File: src/sv/bsc_pkg.sv
// Shared constants for the barometric sensor compensation block.
// No dependencies.
`timescale 1ns / 1ps
`default_nettype none
package bsc_pkg;
  localparam int DIV_W = 32;
  localparam int LATENCY = 10 + 2 * DIV_W;

  localparam logic [2:0] REG_CAL_AC_SIGNED   = 3'd0;
  localparam logic [2:0] REG_CAL_AC_UNSIGNED = 3'd1;
  localparam logic [2:0] REG_CAL_B_COEFFS    = 3'd2;
  localparam logic [2:0] REG_CAL_MC_MD       = 3'd3;
  localparam logic [2:0] REG_OVERSAMPLING    = 3'd4;

  localparam logic signed [31:0] B6_OFFSET = 32'sd4000;
  localparam logic signed [31:0] P_C1      = 32'sd3038;
  localparam logic signed [31:0] P_C2      = -32'sd7357;
  localparam logic signed [31:0] P_C3      = 32'sd3791;
  localparam logic [15:0]        B7_SCALE  = 16'd50000;
  localparam logic [31:0]        B4_BIAS   = 32'd32768;
  localparam logic signed [31:0] T_MAX     = 32'sd32767;
  localparam logic signed [31:0] T_MIN     = -32'sd32768;
  localparam logic signed [31:0] P_MAX     = 32'sd262143;
endpackage
`default_nettype wire

File: src/sv/bsc_div.sv
// Pipelined restoring unsigned divider, one quotient bit per stage.
// Depends on bsc_pkg; carries a side word alongside each division.
`timescale 1ns / 1ps
`default_nettype none
module bsc_div #(
  parameter int SideW = 1
) (
  input  wire logic                     clk,
  input  wire logic                     rst,
  input  wire logic                     in_valid,
  input  wire logic [bsc_pkg::DIV_W-1:0] num,
  input  wire logic [bsc_pkg::DIV_W-1:0] den,
  input  wire logic [SideW-1:0]         side_in,
  output logic                          out_valid,
  output logic [bsc_pkg::DIV_W-1:0]     quo,
  output logic [SideW-1:0]              side_out
);
  localparam int N = bsc_pkg::DIV_W;

  logic [N-1:0]     rem   [N];
  logic [N-1:0]     nq    [N];
  logic [N-1:0]     dv    [N];
  logic [SideW-1:0] side  [N];
  logic [N-1:0]     vld;

  logic [N-1:0]     st_rem  [N];
  logic [N-1:0]     st_nq   [N];
  logic [N-1:0]     st_dv   [N];
  logic [SideW-1:0] st_side [N];
  logic [N-1:0]     st_vld;

  always_comb begin
    st_rem[0]  = '0;
    st_nq[0]   = num;
    st_dv[0]   = den;
    st_side[0] = side_in;
    st_vld[0]  = in_valid;
    for (int i = 1; i < N; i++) begin
      st_rem[i]  = rem[i-1];
      st_nq[i]   = nq[i-1];
      st_dv[i]   = dv[i-1];
      st_side[i] = side[i-1];
      st_vld[i]  = vld[i-1];
    end
  end

  always_ff @(posedge clk) begin
    logic [N:0] r;
    logic       ge;
    for (int i = 0; i < N; i++) begin
      r  = {st_rem[i], st_nq[i][N-1]};
      ge = (r >= {1'b0, st_dv[i]});
      rem[i]  <= ge ? r[N-1:0] - st_dv[i] : r[N-1:0];
      nq[i]   <= {st_nq[i][N-2:0], ge};
      dv[i]   <= st_dv[i];
      side[i] <= st_side[i];
    end
    if (rst) begin
      vld <= '0;
    end else begin
      vld <= st_vld;
    end
  end

  assign out_valid = vld[N-1];
  assign quo       = nq[N-1];
  assign side_out  = side[N-1];
endmodule
`default_nettype wire

File: config.mk
export PLATFORM = sky130hd
export DESIGN_NAME = bsc_div
export DESIGN_NICKNAME = d
export VERILOG_FILES = /design/src/sv/bsc_pkg.sv /design/src/sv/bsc_div.sv
export SDC_FILE = /design/constraint.sdc
export NUM_CORES = 2
export LEC_CHECK = 0
export BUFFER_PORTS_ARGS = -buffer_cell sky130_fd_sc_hd__buf_2
export CORE_ASPECT_RATIO = 0.8
export CORE_UTILIZATION = 57
export CTS_CLUSTER_SIZE = 28
export DETAILED_ROUTE_END_ITERATION = 8
export GPL_TIMING_DRIVEN = 0
export HOLD_SLACK_MARGIN = 0.06
export PLACE_DENSITY = 0.76
export SYNTH_ARGS = -nofsm -noshare
export SYNTH_HDL_FRONTEND = slang
export SYNTH_SLANG_ARGS = --single-unit
export TNS_END_PERCENT = 20
File: constraint.sdc
create_clock -name clk -period 3.83 [get_ports clk]
set_clock_uncertainty 0.1 [all_clocks]
set_input_delay 0.5745 -clock clk [delete_from_list [all_inputs] [get_ports clk]]
set_output_delay 0.5745 -clock clk [all_outputs]
set_load 0.02 [all_outputs]
==> results.sh <==
export IMPL_run_status="complete, but fails checks"
export IMPL_violations="setup timing"
export IMPL_synthFlopType="dfxtp_1"
export IMPL_place_congestion=0.933
export IMPL_power_internal_w=0.0722
export IMPL_multiInputGateArea_um2=60200
export IMPL_routedWlPerCell_um=20.0
export IMPL_netlist_area_um2=127000
export IMPL_die_h_um=424
export IMPL_gr_usage_all_layers_pct=28.8
export IMPL_fill_cells=17600
export IMPL_synth_fp_nets=14000
export IMPL_area_growth_pct=13.3
export IMPL_maxSlewHeadroom_pct=37.4
export IMPL_finalNetCount=14500
export IMPL_ys_async_sr_fraction_pct=0
export IMPL_final_min_clock_period_ps=3930
export IMPL_max_cap_violations=0
export IMPL_rows=154
export IMPL_fin_crit_sh_pct=103
export IMPL_whs_path_depth=0
export IMPL_drive_above_1_share_pct=11.0
export IMPL_avgSynthCellArea_um2=9.81
export IMPL_max_freq_ghz=0.254
export IMPL_p_clk_share_pct=27.4
export IMPL_gr_total_overflow=0
export IMPL_drtPass1Iterations=6
export IMPL_clkSinkCount=3072
export IMPL_ir_drop_mv=0.407
export IMPL_root_buffer="clkbuf_16"
export IMPL_die_x_um=529
export IMPL_setup_viol=11
export IMPL_io_pins=102
export IMPL_endpoint_kind="register"
export IMPL_cts_tree="yes"
export IMPL_rsz0062_at_grt="true"
export IMPL_power_total_w=0.111
export IMPL_grt_start_max_net_pins=18
export IMPL_dp_hpwl_um=257000
export IMPL_netlist_cell_type_count=99
export IMPL_ys_warnings_count=0
export IMPL_syn_inst=12900
export IMPL_seqPwrFrac_pct=36.4
export IMPL_grt_pass1_wl_um=511000
export IMPL_hp_class="register to register"
export IMPL_viasPerCell=5.63
export IMPL_insertion_delay_ps=910
export IMPL_critPathArrivalTime_ps=4550
export IMPL_drt_drc_violations_left=0
export IMPL_dieArea_um2=224000
export IMPL_htreeDepth=5
export IMPL_final_hold_viol_count=0
export IMPL_cp_max_fo=4
export IMPL_synth_most_common_cell="dfxtp_1"
export IMPL_cts_buffers=296
export IMPL_post_route_worst_setup_slack_ps=-103
export IMPL_grt_pass1_vias=90300
export IMPL_yosys_area_top_type="dfxtp_1"
export IMPL_seq_area_um2=61500
export IMPL_core_um2=221000
export IMPL_wl_met1_um=154000
export IMPL_synth_common_cells="dfxtp_1 (3072), inv_1 (1254), ha_1 (994)"
export IMPL_dr_wl_met2_um=150000
export IMPL_p_comb_share_pct=36.2
export IMPL_ant_nets=0
export IMPL_synth_seq_cells=3072
export IMPL_start_util_pct=57.5
export IMPL_path_clk_slew_ps=70
export IMPL_synth_seq_area_share_pct=48.5
export IMPL_wirelength_um=333000
export IMPL_cts_buffer_depth=4
export IMPL_crit_type="register to register"
export IMPL_dr_max_layer_used="met5"
export IMPL_synth_edf_count=0
export IMPL_powerDensity_nw_per_um2=769
export IMPL_drt_iter0_drc=7551
export IMPL_dr_wl_met3_um=20100
export IMPL_power_switching_share_pct=34.7
export IMPL_utilization_pct=65.1
export IMPL_netlist_top_cells_area="dfxtp_1 (48%), ha_1 (9.8%), mux2_2 (4.1%)"
export IMPL_cellLeakagePower_nw=67.2
export IMPL_r2r_worst_path_cells=13
export IMPL_grt_antenna_before_repair=4
export IMPL_critPathLaunchType="register"
export IMPL_worst_ep_required_time_ps=4440
export IMPL_slew_viol_final=0
export IMPL_power_switching_w=0.0383
export IMPL_io_buffers=101
export IMPL_num_vias=93500
export IMPL_synth_top_cell_area_share_pct=48.5
export IMPL_worstMarginPinSlew_ps=916
metal layers:
layer	global-route usage, %	vias to the layer above
met2	46.3	2866
met3	4.23	584
met5	0	-
met4	7.90	4
li1	-	45700
met1	40.1	44400
registers in the layout, indices dropped and copies added, names as in the netlist:
register  flops
nq         1024
dv          992
rem         992
side         32
vld          32
through the flow:
step | cell area [um2] | hold WS (ps) | worst slack [ps] | std cells | setup TNS, ps
after floorplan | 127000 | 210 | 239 | 12900 | 0
after global placement | 131000 | 209 | -884 | 16000 | -259000
after detailed placement | 131000 | 212 | -956 | 16000 | -278960
after CTS | 143000 | 150 | -170 | 16600 | -3340
after global routing | 144000 | 173 | -132 | 16600 | -5490
final | 144000 | 192 | -103 | 16600 | -225
logic make-up after synthesis:
group,after synthesis,share of synthesized area [%]
adders and majority gates,1024,10.3
muxes,505,4.44
xor gates and xnor gates,774,5.34
buffers and inverters,1622,4.96
DFF,3072,48.5
AOI/OAI and AO/OA,3292,16.5
and+or+nand+nor,2639,9.99
critical path, stage by stage, from the launching register on:
cell     delay, ps
dfxtp_1        320
inv_1           80
ha_1           270
fa_1           430
nor2b_1        190
o31a_1         210
o21ai_0        150
a21oi_1        480
o31ai_2        210
o21ai_0        590
a21o_1         220
a21oi_1         70
xnor2_1        140
mux2_4         340
worst paths after layout:
check             startpoint     endpoint  slack, ps
setup reg to reg  nq[1][287]  rem[1][314]       -100
hold reg to reg    nq[0][48]    nq[0][81]        190
setup / recovery  nq[1][287]  rem[1][314]       -100
hold / removal     nq[0][48]    nq[0][81]        190
cells in the final DEF, fill, tap and decap left out, drive strengths merged, types with 208 or more instances in the layout:
cell       n
a21o     556
a21oi    985
buf      228
clkbuf   644
dfxtp   3072
ha       994
inv     1286
mux2     464
nand2    779
nand3    208
nor2     666
o21ai    729
xnor2    479
xor2     295
power groups by stage:
stage               logic [W]  clock network, W  registers (W)
floorplan              0.0286                 0         0.0392
global placement       0.0368                 0         0.0408
detailed placement     0.0373                 0         0.0408
CTS                    0.0384            0.0308         0.0402
global route           0.0438            0.0322         0.0406
finish                 0.0401            0.0303         0.0402
area by class of cell:
cell class              count  share of cell area [%]
diodes                      5                 0.00871
inverters                1256                    3.28
plain buffers             356                    1.25
multi-input cells        8234                    41.9
clock buffers             371                    5.65
well taps                2964                    2.58
repair buffers            213                    1.10
flip-flops and latches   3072                    42.8
clock inverters           157                    1.43
what timing repair did:
item,CTS,global route
pin swaps,14,38
gates resized for setup,189,263
gates cloned,0,1
hold buffers,68,0
endpoints found under the hold margin,72,0
setup endpoints to repair,818,836
buffers inserted,16,27
Note: power is estimated with default switching activity, not from simulation.
